<file path="src/hw/rtl/hmq_pkg.sv">
// ----------------------------------------------------------------------------
// hmq_pkg
// Shared types, widths and command codes for the binary max-heap queue.
// ----------------------------------------------------------------------------
package hmq_pkg;

  localparam int CAPACITY     = 64;
  localparam int PAYLOAD_BITS = 16;
  localparam int KEY_W        = 32;
  localparam int ADDR_W       = $clog2(CAPACITY);
  localparam int CNT_W        = $clog2(CAPACITY + 1);
  localparam int CHILD_W      = ADDR_W + 2;
  localparam int ENTRY_W      = KEY_W + PAYLOAD_BITS;

  localparam logic [1:0] CMD_INSERT  = 2'd0;
  localparam logic [1:0] CMD_EXTRACT = 2'd1;
  localparam logic [1:0] CMD_PEEK    = 2'd2;
  localparam logic [1:0] CMD_NOP     = 2'd3;

  typedef struct packed {
    logic [PAYLOAD_BITS-1:0] pay;
    logic [KEY_W-1:0]        key;
  } hmq_entry_t;

  // controller to datapath
  typedef struct packed {
    logic load;       // capture a new request
    logic ins_begin;  // open a hole at the end of the heap
    logic rd_parent;  // read the parent of the hole
    logic rd_child;   // read both children of the hole
    logic rd_top;     // read root and last entry
    logic take_top;   // capture root as result, last entry as mover
    logic up_move;    // pull the parent down into the hole
    logic dn_move;    // pull the larger child up into the hole
    logic wr_hole;    // park the mover in the hole
    logic out_load;   // load the result register
  } hmq_cmd_t;

  // datapath to controller
  typedef struct packed {
    logic [1:0] cmd;
    logic       cnt_zero;
    logic       cnt_full;
    logic       cnt_one;
    logic       pos_zero;
    logic       has_child;
    logic       up_go;
    logic       dn_go;
  } hmq_stat_t;

endpackage

</file>
<file path="src/hw/rtl/hmq_ctrl.sv">
// ----------------------------------------------------------------------------
// hmq_ctrl
// Sequencer for insert, extract, peek and idle commands; owns the request ready and result valid.
// ----------------------------------------------------------------------------
module hmq_ctrl import hmq_pkg::*; (
  input  logic      clk,
  input  logic      rst,
  input  logic      in_valid,
  output logic      in_ready,
  output logic      out_valid,
  input  logic      out_ready,
  input  hmq_stat_t stat,
  output hmq_cmd_t  cmd
);

  localparam logic [3:0] S_IDLE   = 4'd0;
  localparam logic [3:0] S_START  = 4'd1;
  localparam logic [3:0] S_UP_RD  = 4'd2;
  localparam logic [3:0] S_UP_CMP = 4'd3;
  localparam logic [3:0] S_TOP    = 4'd4;
  localparam logic [3:0] S_DN_RD  = 4'd5;
  localparam logic [3:0] S_DN_CMP = 4'd6;
  localparam logic [3:0] S_OUT    = 4'd7;

  logic [3:0] state;
  logic [3:0] state_next;
  logic       out_valid_next;

  assign in_ready = state == S_IDLE;

  always_comb begin
    state_next = state;
    cmd        = '0;
    case (state)
      S_IDLE: begin
        if (in_valid) begin
          cmd.load   = 1'b1;
          state_next = S_START;
        end
      end
      S_START: begin
        case (stat.cmd)
          CMD_INSERT: begin
            if (stat.cnt_full) begin
              state_next = S_OUT;
            end else begin
              cmd.ins_begin = 1'b1;
              state_next    = S_UP_RD;
            end
          end
          CMD_EXTRACT, CMD_PEEK: begin
            if (stat.cnt_zero) begin
              state_next = S_OUT;
            end else begin
              cmd.rd_top = 1'b1;
              state_next = S_TOP;
            end
          end
          default: state_next = S_OUT;
        endcase
      end
      S_UP_RD: begin
        if (stat.pos_zero) begin
          cmd.wr_hole = 1'b1;
          state_next  = S_OUT;
        end else begin
          cmd.rd_parent = 1'b1;
          state_next    = S_UP_CMP;
        end
      end
      S_UP_CMP: begin
        if (stat.up_go) begin
          cmd.up_move = 1'b1;
          state_next  = S_UP_RD;
        end else begin
          cmd.wr_hole = 1'b1;
          state_next  = S_OUT;
        end
      end
      S_TOP: begin
        cmd.take_top = 1'b1;
        // a single entry leaves nothing to sift
        if (stat.cmd == CMD_EXTRACT && !stat.cnt_one) begin
          state_next = S_DN_RD;
        end else begin
          state_next = S_OUT;
        end
      end
      S_DN_RD: begin
        if (stat.has_child) begin
          cmd.rd_child = 1'b1;
          state_next   = S_DN_CMP;
        end else begin
          cmd.wr_hole = 1'b1;
          state_next  = S_OUT;
        end
      end
      S_DN_CMP: begin
        if (stat.dn_go) begin
          cmd.dn_move = 1'b1;
          state_next  = S_DN_RD;
        end else begin
          cmd.wr_hole = 1'b1;
          state_next  = S_OUT;
        end
      end
      S_OUT: begin
        // hold until the result register is free
        if (!out_valid || out_ready) begin
          cmd.out_load = 1'b1;
          state_next   = S_IDLE;
        end
      end
      default: state_next = S_IDLE;
    endcase
  end

  always_comb begin
    out_valid_next = out_valid;
    if (cmd.out_load) begin
      out_valid_next = 1'b1;
    end else if (out_ready) begin
      out_valid_next = 1'b0;
    end
  end

  always_ff @(posedge clk) begin
    if (rst) begin
      state     <= S_IDLE;
      out_valid <= 1'b0;
    end else begin
      state     <= state_next;
      out_valid <= out_valid_next;
    end
  end

endmodule

</file>
<file path="config.mk">
export PLATFORM = sky130hd
export DESIGN_NAME = hmq_ctrl
export DESIGN_NICKNAME = d
export VERILOG_FILES = /design/src/hw/rtl/hmq_pkg.sv /design/src/hw/rtl/hmq_ctrl.sv
export SDC_FILE = /design/constraint.sdc
export NUM_CORES = 1
export LEC_CHECK = 0
export BUFFER_PORTS_ARGS = -buffer_cell sky130_fd_sc_hd__buf_4
export CAP_MARGIN = 25
export CORE_AREA = 5 5 42 44
export DETAILED_ROUTE_END_ITERATION = 10
export DIE_AREA = 0 0 47 49
export GPL_ROUTABILITY_DRIVEN = 0
export PLACE_DENSITY = 0.64
export SLEW_MARGIN = 15
export SYNTH_ARGS = -nofsm -noshare
export SYNTH_HDL_FRONTEND = slang
export SYNTH_SLANG_ARGS = --single-unit
</file>
<file path="constraint.sdc">
create_clock -name clk -period 1.7 [get_ports clk]
set_input_delay 0.425 -clock clk [delete_from_list [all_inputs] [get_ports clk]]
set_output_delay 0.425 -clock clk [all_outputs]
set_load 0.05 [all_outputs]
</file>
==> results.py, run 1 <==
metrics = {
    "floorplan": {
        "std_cell_rows": 14,
        "io_pins": 25,
        "dieArea_um2": 2300,
        "die_x_um": 47,
        "start_util": 0.338,
        "core_area_um2": 1400,
        "die_h_um": 49,
    },
    "timing": {
        "relSlewSlack": 0.814,
        "worst_slack_ns": 0.0369,
        "tightestPinTransition_ns": 0.279,
        "hold_viol": 0,
        "max_freq_mhz": 601,
        "min_period_over_period": 0.978,
        "setup_viol": 0,
        "slew_violations": 0,
        "min_period_ns": 1.66,
        "finalClockSkew_ns": 0.00179,
        "rsz0062_at_grt": "yes",
    },
    "global_route": {
        "grtUsageTotal": 0.139,
        "grt_overflow": 0,
        "grt_pass1_wl_um": 2500,
        "grt_pass1_vias": 605,
        "grt_start_max_net_pins": 12,
        "grt_antenna_before_repair": 0,
    },
    "clocking": {
        "path_clk_slew_ns": 0.04,
        "insertion_delay_ns": 0.23,
        "cts_root_buf": "clkbuf_4",
        "tritoncts": "yes",
        "cts_buffer_depth": 2,
        "cts_made_buffers": 3,
        "htreeDepth": 1,
        "clock_sinks": 4,
        "holdBufCountCts": 0,
    },
    "detailed_routing": {
        "route.detailed.drc": 0,
        "drt_iter0_drc": 11,
        "avgRoutedWirePerCell_um": 12.9,
        "postRouteAntennaNets": 0,
        "vias_per_cell": 5.25,
        "num_vias": 577,
        "wl_um": 1410,
        "drt_first_pass_iters": 4,
    },
    "critical_path": {
        "path_buf_inv": 1,
        "r2r_end": "state[0]$_SDFFE_PP0P_",
        "critPathMaxStageDelay_ns": 0.35,
        "cp_top_family": "simple AND/OR/NAND/NOR gates",
        "ff2ff_setup_slack_ns": 0.36,
        "cp_max_fo": 5,
        "reg2reg_depth": 4,
        "crit_path_start_kind": "register",
        "arrival_ns": 1.24,
        "path_class": "reg2out",
        "critPathRequiredTime_ns": 1.27,
        "setup.worst_path.end_class": "primary output",
        "cpMaxStageDelayCell": "dfxtp_4",
        "reg2reg_from": "state[1]$_SDFFE_PP0P_",
        "crit_chain": "or2_4 -> nor2_4 -> and2_4 -> buf_8",
    },
    "logic_synthesis": {
        "synth_top_area_frac": 0.169,
        "synth-xor-area-share": 0,
        "ys_warn_count": 0,
        "synth_fa_ha_area_frac": 0.0792,
        "synth_compound_area_frac": 0.248,
        "synth_seq_cells": 4,
        "syn-cell-area_um2": 474,
        "syn-num-nets": 80,
        "synth_top_family_by_area": "simple AND/OR/NAND/NOR gates",
        "synth.area.mux_share": 0.0422,
        "synth-seq-area-share": 0.169,
        "postSynthAreaPerCell_um2": 7.41,
        "ys_types": 30,
        "synthesis.instances": 64,
        "synth-simple-area-share": 0.340,
        "synth_area_leaders": "dfxtp_1, ha_1, inv_1, a21oi_1, nor3b_1",
        "synth_top_area_cell": "dfxtp_1",
    },
    "layout": {
        "antenna_cells": 0,
        "drive_above_1_share": 0.617,
        "areaGrowthSynthToFinish_pct": 81.3,
        "nets": 112,
        "finish.utilization": 0.613,
    },
    "min_path": {
        "min_path_cells": 2,
        "min_to": "state[1]$_SDFFE_PP0P_",
        "min_path_type": "in2reg",
        "min-delay-start": "rst",
    },
    "pwr": {
        "p_leak_nw": 0.371,
        "powerDensity_nw_per_um2": 1380,
        "max-vdd-ir-drop_mv": 0.687,
    },
    "placed_design": {
        "hpwl_um": 1100,
        "port_buffers": 24,
        "dpl_worst_slack_ns": 0.0332,
    },
    "flow_run": {
        "drv_cap": 0,
    },
    "status": {
        "status": "complete, no violations",
    },
}
==> repair_timing <==
action | CTS | global route
pin swaps | 0 | 3
gates resized for setup | 13 | 8
buffers inserted | 0 | 3
endpoints found under the hold margin | 0 | 0
endpoints found under the setup margin | 10 | 9
==> synthesized netlist by cell type, drive strengths merged <==
library cell and count:
a2111oi 1, a21o 1, a21oi 5, a22oi 1, a31oi 1, and2 1
buf 4, dfxtp 4, ha 3, inv 7, mux2i 2, nand2 5
nand2b 4, nand3 2, nor2 4, nor2b 2, nor3 3, nor3b 3
nor4 1, nor4b 1, o21ai 4, o22ai 2, o311ai 1, o32ai 1
or2 1
==> kinds of logic (layout without fill, tap and decap cells) <==
kind of cell    after synthesis  count (layout)
flops                         4               4
mux                           2               2
simple gates                 27              27
compound gates               17              17
fa+ha+maj                     3               3
buf+inv                      11              41
==> layout by cell type (no fill, tap or decap), types with 2 or more instances in the layout <==
master / netlist / layout
dfxtp_4: 0 / 3
mux2i_1: 2 / 2
buf_4: 2 / 22
nand2b_4: 1 / 2
nand3_1: 2 / 2
inv_2: 0 / 3
ha_1: 3 / 2
buf_6: 1 / 8
nor2_2: 0 / 3
nor3b_2: 0 / 2
inv_1: 7 / 4
clkbuf_4: 0 / 3
nand2_1: 5 / 5
nand2b_1: 3 / 2
nor3_1: 2 / 2
a21oi_1: 5 / 5
o21ai_0: 4 / 2
nor2b_1: 2 / 2
==> per-stage QoR <==
| stage | hold WS (ns) | instance area [um2] | power, mW | TNS [ns] | cells |
|---|---|---|---|---|---|
| finish | 0.378 | 860 | 1.18 | 0 | 110 |
| CTS | 0.369 | 812 | 1.13 | -0.00472 | 107 |
| global placement | 0.578 | 753 | 0.942 | 0 | 104 |
| global route | 0.375 | 860 | 1.27 | -0.0830 | 110 |
| floorplan | 0.494 | 564 | 0.784 | -0.0801 | 64 |
| detailed placement | 0.586 | 753 | 0.951 | 0 | 104 |
==> layout make-up <==
type	instances	area, um2
tap	16	20.0
sequential	4	91.3
fill	148	542
clock buffer	3	22.5
multi-input combinational	49	429
inverter	7	26.3
timing repair buffer	31	270
==> metal layers <==
layer	global-route usage	wire [um]	vias to the layer above	part of all wire
met5	0	0	-	0
met4	0.0415	0	0	0
met3	0.0369	71	0	0.050
met2	0.231	737	14	0.52
met1	0.169	604	273	0.43
li1	-	-	290	-
==> worst max-delay path by stage <==
| stage | start | endpoint | cells after the start |
|---|---|---|---|
| 3_3_place_gp | stat[7] | cmd[5] | 5 |
| 4_1_cts | state[0]$_SDFFE_PP0P_ | cmd[1] | 5 |
| 6_report | state[0]$_SDFFE_PP0P_ | cmd[9] | 4 |
| 2_1_floorplan | stat[7] | cmd[5] | 3 |
| 3_5_place_dp | stat[7] | cmd[5] | 5 |
| 5_1_grt | state[0]$_SDFFE_PP0P_ | cmd[5] | 4 |
==> power by group <==
| group | leakage (nW) | internal, mW | switching (mW) |
|---|---|---|---|
| registers | 0.0348 | 0.139 | 0.0585 |
| clock network | 0.0138 | 0.0789 | 0.0373 |
| logic | 0.322 | 0.376 | 0.495 |
| total | 0.371 | 0.594 | 0.591 |
==> flip-flops by register name, indices dropped and copies added (netlist names) <==
signal     cells
out_valid      1
state          3
==> worst register-to-register path: stages, from the launching register on <==
cell and delay, ns:
dfxtp_4 0.39, buf_6 0.18, mux2i_1 0.12, a2111oi_2 0.38, o32ai_1 0.14
Note: power is estimated with default switching activity, not from simulation.
==> run 2, diff against run 1 <==
--- a/config.mk
+++ b/config.mk
@@ -12,7 +12,8 @@
 export DIE_AREA = 0 0 47 49
 export GPL_ROUTABILITY_DRIVEN = 0
 export PLACE_DENSITY = 0.64
-export SLEW_MARGIN = 15
+export SETUP_SLACK_MARGIN = 0.15
+export SLEW_MARGIN = 0
 export SYNTH_ARGS = -nofsm -noshare
 export SYNTH_HDL_FRONTEND = slang
 export SYNTH_SLANG_ARGS = --single-unit
==> run 2 against run 1 <==
Worst hold slack improved by 0.00090 ns. Die area unchanged. Critical path depth unchanged. Wire length increased by 2.1%.
==> results.py, run 2 (synthesized netlist as in run 1, its figures left out) <==
metrics = {
    "critical_path": {
        "critPathRequiredTime_ns": 1.27,
        "ff2ff_setup_slack_ns": 0.37,
        "arrival_ns": 1.27,
        "path_class": "reg2out",
        "reg2reg_from": "state[1]$_SDFFE_PP0P_",
        "crit_chain": "or2_4 -> nor2_4 -> and2_4 -> buf_8",
        "critPathMaxStageDelay_ns": 0.37,
        "r2r_end": "state[0]$_SDFFE_PP0P_",
        "cpMaxStageDelayCell": "dfxtp_4",
        "cp_max_fo": 8,
        "crit_path_start_kind": "register",
        "setup.worst_path.end_class": "primary output",
        "reg2reg_depth": 4,
    },
    "layout": {
        "multi_input_area_um2": 435,
        "final_common_cell": "buf_4",
        "drive_above_1_share": 0.670,
        "register_area_um2": 92.6,
        "finish.utilization": 0.674,
        "areaGrowthSynthToFinish_pct": 99.2,
        "regMostFlops": "state",
        "fin_area_um2": 945,
        "layout_common_cells": "buf_4, buf_6, nand2_1, a21oi_1, inv_4",
        "nets": 118,
        "top_regs": "state: 3 flops, out_valid: 1 flops",
        "largest_reg_flops": 3,
        "n_fill_cell": 128,
        "antenna_cells": 0,
        "final_cells": 116,
    },
    "placed_design": {
        "dpl_worst_slack_ns": 0.0561,
        "port_buffers": 24,
        "dp.cells": 103,
        "placed_area_um2": 756,
        "hpwl_um": 1040,
    },
    "clocking": {
        "cts_made_buffers": 3,
        "htreeDepth": 1,
        "path_clk_slew_ns": 0.04,
        "cts_root_buf": "clkbuf_4",
        "cts_buffer_depth": 2,
        "insertion_delay_ns": 0.24,
        "tritoncts": "yes",
        "clock_sinks": 4,
    },
    "timing": {
        "fin_setup_tns_ns": 0,
        "slew_violations": 0,
        "relSlewSlack": 0.825,
        "tightestPinTransition_ns": 0.255,
        "hold_viol": 0,
        "min_period_ns": 1.69,
        "worst_slack_ns": 0.00701,
        "min_period_over_period": 0.996,
        "rsz0062_at_grt": "yes",
        "max_freq_mhz": 591,
        "finalClockSkew_ns": 0.00868,
        "setup_viol": 0,
    },
    "pwr": {
        "p_leak_nw": 0.408,
        "max-vdd-ir-drop_mv": 0.555,
        "powerDensity_nw_per_um2": 1380,
    },
    "flow_run": {
        "drv_cap": 0,
    },
    "floorplan": {
        "io_pins": 25,
        "die_h_um": 49,
        "std_cell_rows": 14,
        "dieArea_um2": 2300,
        "start_util": 0.338,
        "die_x_um": 47,
        "core_area_um2": 1400,
    },
    "global_route": {
        "grt_start_max_net_pins": 10,
        "grt_overflow": 0,
        "grtUsageTotal": 0.134,
        "grt_pass1_vias": 555,
        "grt_antenna_before_repair": 0,
        "grt_pass1_wl_um": 2320,
    },
    "detailed_routing": {
        "drt_first_pass_iters": 2,
        "avgRoutedWirePerCell_um": 12.4,
        "drt_iter0_drc": 1,
        "route.detailed.drc": 0,
        "wl_um": 1440,
        "postRouteAntennaNets": 0,
        "vias_per_cell": 5.08,
        "num_vias": 589,
    },
    "min_path": {
        "min-delay-start": "rst",
        "min_path_type": "in2reg",
        "min_path_cells": 2,
        "min_to": "out_valid$_SDFFE_PP0P_",
    },
    "status": {
        "status": "complete, no violations",
    },
}
[run 2: changes by cell type in the layout (fill, tap and decap cells not counted), sizes merged]
cell  change
buf       +6
[run 2: repair_timing]
item | in CTS | in global routing
buffers inserted | 8 | 2
endpoints found under the setup margin | 11 | 11
pin swaps | 4 | 3
hold buffers | 0 | 0
resized for setup | 22 | 7
[run 2: through the flow]
step / hold WS [ns] / total power, mW
after detailed placement: 0.587 / 0.939
after global placement: 0.584 / 0.935
after floorplan: 0.487 / 0.805
final: 0.378 / 1.31
after global routing: 0.369 / 1.39
after CTS: 0.378 / 1.25
[run 2: worst max-delay path by stage]
stage              to  slack, ns  depth (start not counted)                  start
3_5_place_dp   cmd[5]       0.06                          5                stat[7]
3_3_place_gp   cmd[5]       0.06                          5                stat[7]
4_1_cts        cmd[9]      0.005                          4  state[0]$_SDFFE_PP0P_
6_report       cmd[9]      0.007                          4  state[0]$_SDFFE_PP0P_
5_1_grt        cmd[1]      -0.04                          5  state[0]$_SDFFE_PP0P_
2_1_floorplan  cmd[5]      -0.02                          3                stat[8]
[run 2: report_power, final]
group          total (mW)  internal (mW)  switching, mW  leakage (nW)
clock               0.121         0.0791         0.0420        0.0138
combinational       0.980          0.458          0.522         0.358
sequential          0.205          0.139         0.0663        0.0353
total                1.31          0.676          0.630         0.408
[run 2: critical path: cells and delay by family, from the launching register on]
kind	cells	cell delay, ns
buf+inv	1	0.13
flops	1	0.37
simple gates	3	0.51
[run 2: area by class of cell]
| class | count | share of cell area |
|---|---|---|
| Timing Repair Buffer | 37 | 0.358 |
| Multi-Input combinational cell | 49 | 0.461 |
| Inverter | 7 | 0.0384 |
| Clock buffer | 3 | 0.0238 |
| Sequential cell | 4 | 0.0980 |
| Tap cell | 16 | 0.0212 |
[run 2: layer usage]
layer	global-route usage	routed length, um	part of all wire	vias up
li1	-	-	-	299
met4	0.0276	27	0.019	0
met1	0.151	573	0.40	264
met2	0.240	760	0.53	22
met5	0	0	0	-
met3	0.0369	82	0.057	4
==> run 3, diff against run 2 <==
==> constraint.sdc (replaced) <==
create_clock -name clk -period 1.7 [get_ports clk]
set_input_delay 0.085 -clock clk [delete_from_list [all_inputs] [get_ports clk]]
set_output_delay 0.085 -clock clk [all_outputs]
set_load 0.05 [all_outputs]
==> run 3 against run 2 <==
Setup slack better by 0.24 ns. Non-clock buffer count is 10 lower. Sequential cell count stayed put. Global-route usage is 1.6 points lower. Cell area is 23% lower. Power is 24% lower. Via count is 8.7% lower. Worst hold slack worse by 0.34 ns. First-iteration DRC count grew to 3.0 times the previous value. Cell count is 8.6% lower.
==> results.py, run 3 (synthesized netlist as in run 1, its figures left out) <==
metrics = {
    "pwr": {
        "comb_power_share": 0.696,
        "finalPower_mw": 0.999,
        "switchingPower_mw": 0.513,
        "power_switching_share": 0.514,
        "p_int_mw": 0.486,
        "seq_power_share": 0.192,
        "p_leak_nw": 0.329,
        "pwr-share-clk": 0.111,
        "max-vdd-ir-drop_mv": 0.810,
        "powerDensity_nw_per_um2": 1370,
    },
    "placed_design": {
        "port_buffers": 24,
        "hpwl_um": 1020,
        "dp.cells": 103,
        "dpl_worst_slack_ns": 0.397,
        "placed_area_um2": 696,
    },
    "floorplan": {
        "die_x_um": 47,
        "io_pins": 25,
        "core_area_um2": 1400,
        "std_cell_rows": 14,
        "die_h_um": 49,
        "dieArea_um2": 2300,
        "start_util": 0.338,
    },
    "critical_path": {
        "critPathRequiredTime_ns": 1.62,
        "path_class": "reg2out",
        "cp_max_fo": 9,
        "crit_path_start_kind": "register",
        "arrival_ns": 1.37,
        "setup.worst_path.end_class": "primary output",
    },
    "layout": {
        "fin_area_um2": 731,
        "multi_input_area_um2": 367,
        "register_area_um2": 85.1,
        "drive_above_1_share": 0.489,
        "top_regs": "state: 3 flops, out_valid: 1 flops",
        "final_common_cell": "buf_4",
        "antenna_cells": 0,
        "nets": 108,
        "areaGrowthSynthToFinish_pct": 54.1,
        "layout_common_cells": "buf_4, inv_1, nand2_1, a21oi_1",
        "final_cells": 106,
        "regMostFlops": "state",
        "largest_reg_flops": 3,
        "n_fill_cell": 148,
    },
    "clocking": {
        "clock_sinks": 4,
        "tritoncts": "yes",
        "htreeDepth": 1,
        "holdBufCountCts": 0,
        "cts_root_buf": "clkbuf_4",
        "insertion_delay_ns": 0.23,
        "path_clk_slew_ns": 0.04,
        "cts_buffer_depth": 2,
        "cts_made_buffers": 3,
    },
    "detailed_routing": {
        "drt_iter0_drc": 3,
        "avgRoutedWirePerCell_um": 11.6,
        "route.detailed.drc": 0,
        "postRouteAntennaNets": 0,
        "num_vias": 538,
        "drt_first_pass_iters": 4,
        "vias_per_cell": 5.08,
        "wl_um": 1230,
    },
    "flow_run": {
        "drv_cap": 0,
    },
    "timing": {
        "finalClockSkew_ns": 0.00249,
        "worst_slack_ns": 0.246,
        "worst_hold_slack_ns": 0.0424,
        "max_freq_mhz": 688,
        "rsz0062_at_grt": "no",
        "min_period_over_period": 0.855,
        "slew_violations": 0,
        "relSlewSlack": 0.774,
        "hold_viol": 0,
        "min_period_ns": 1.45,
        "tightestPinTransition_ns": 0.339,
        "setup_viol": 0,
    },
    "global_route": {
        "grtUsageTotal": 0.118,
        "grt_pass1_wl_um": 2150,
        "grt_pass1_vias": 553,
        "grt_start_max_net_pins": 11,
        "grt_overflow": 0,
        "grt_antenna_before_repair": 0,
    },
    "min_path": {
        "min_path_type": "in2reg",
    },
    "status": {
        "status": "complete, no violations",
    },
}
## run 3: cell types whose count changed in the layout (fill, tap and decap cells not counted), sizes merged
cell and delta:
buf -10
## run 3: stage by stage
| stage | util | setup TNS, ns |
|---|---|---|
| floorplan | - | -0.0188 |
| global placement | 0.496 | 0 |
| detailed placement | 0.496 | 0 |
| CTS | 0.513 | 0 |
| global route | 0.521 | 0 |
| finish | 0.521 | 0 |
## run 3: worst paths after layout
kind	from	end	slack [ns]	depth (start not counted)
worst max register to register	state[2]$_SDFFE_PP0P_	state[0]$_SDFFE_PP0P_	0.40	4
worst max-delay path	state[2]$_SDFFE_PP0P_	cmd[9]	0.25	4
worst min register to register	state[0]$_SDFFE_PP0P_	state[2]$_SDFFE_PP0P_	0.56	2
worst min-delay path	rst	state[1]$_SDFFE_PP0P_	0.04	2
## run 3: final cells by class
cell class                      count  area share
Multi-Input combinational cell     49       0.502
Timing Repair Buffer               27       0.288
Sequential cell                     4       0.116
Inverter                            7      0.0360
Clock buffer                        3      0.0308
Tap cell                           16      0.0274
## run 3: worst max-delay path, cell delays in order (launching register included)
cell,delay [ns]
dfxtp_1,0.40
or2_4,0.32
nor2_2,0.10
and2_2,0.14
buf_4,0.18
## run 3: power by group through the flow
stage | Sequential (mW) | Clock, mW | Combinational (mW)
5_1_grt | 0.202 | 0.128 | 0.743
3_5_place_dp | 0.184 | 0 | 0.685
3_3_place_gp | 0.180 | 0 | 0.686
6_report | 0.192 | 0.111 | 0.695
2_1_floorplan | 0.158 | 0 | 0.543
4_1_cts | 0.184 | 0.117 | 0.686
## run 3: routing by layer
metal / track usage / vias to the layer above / share of wire
met4: 0.0553 / 0 / 0
met5: 0 / - / 0
li1: - / 278 / -
met3: 0.0111 / 0 / 0.048
met2: 0.181 / 16 / 0.50
met1: 0.160 / 244 / 0.45
## run 3: repair_timing
item	CTS	global route
gates resized for setup	1	4
setup endpoints to repair	1	1
buffers inserted	0	0
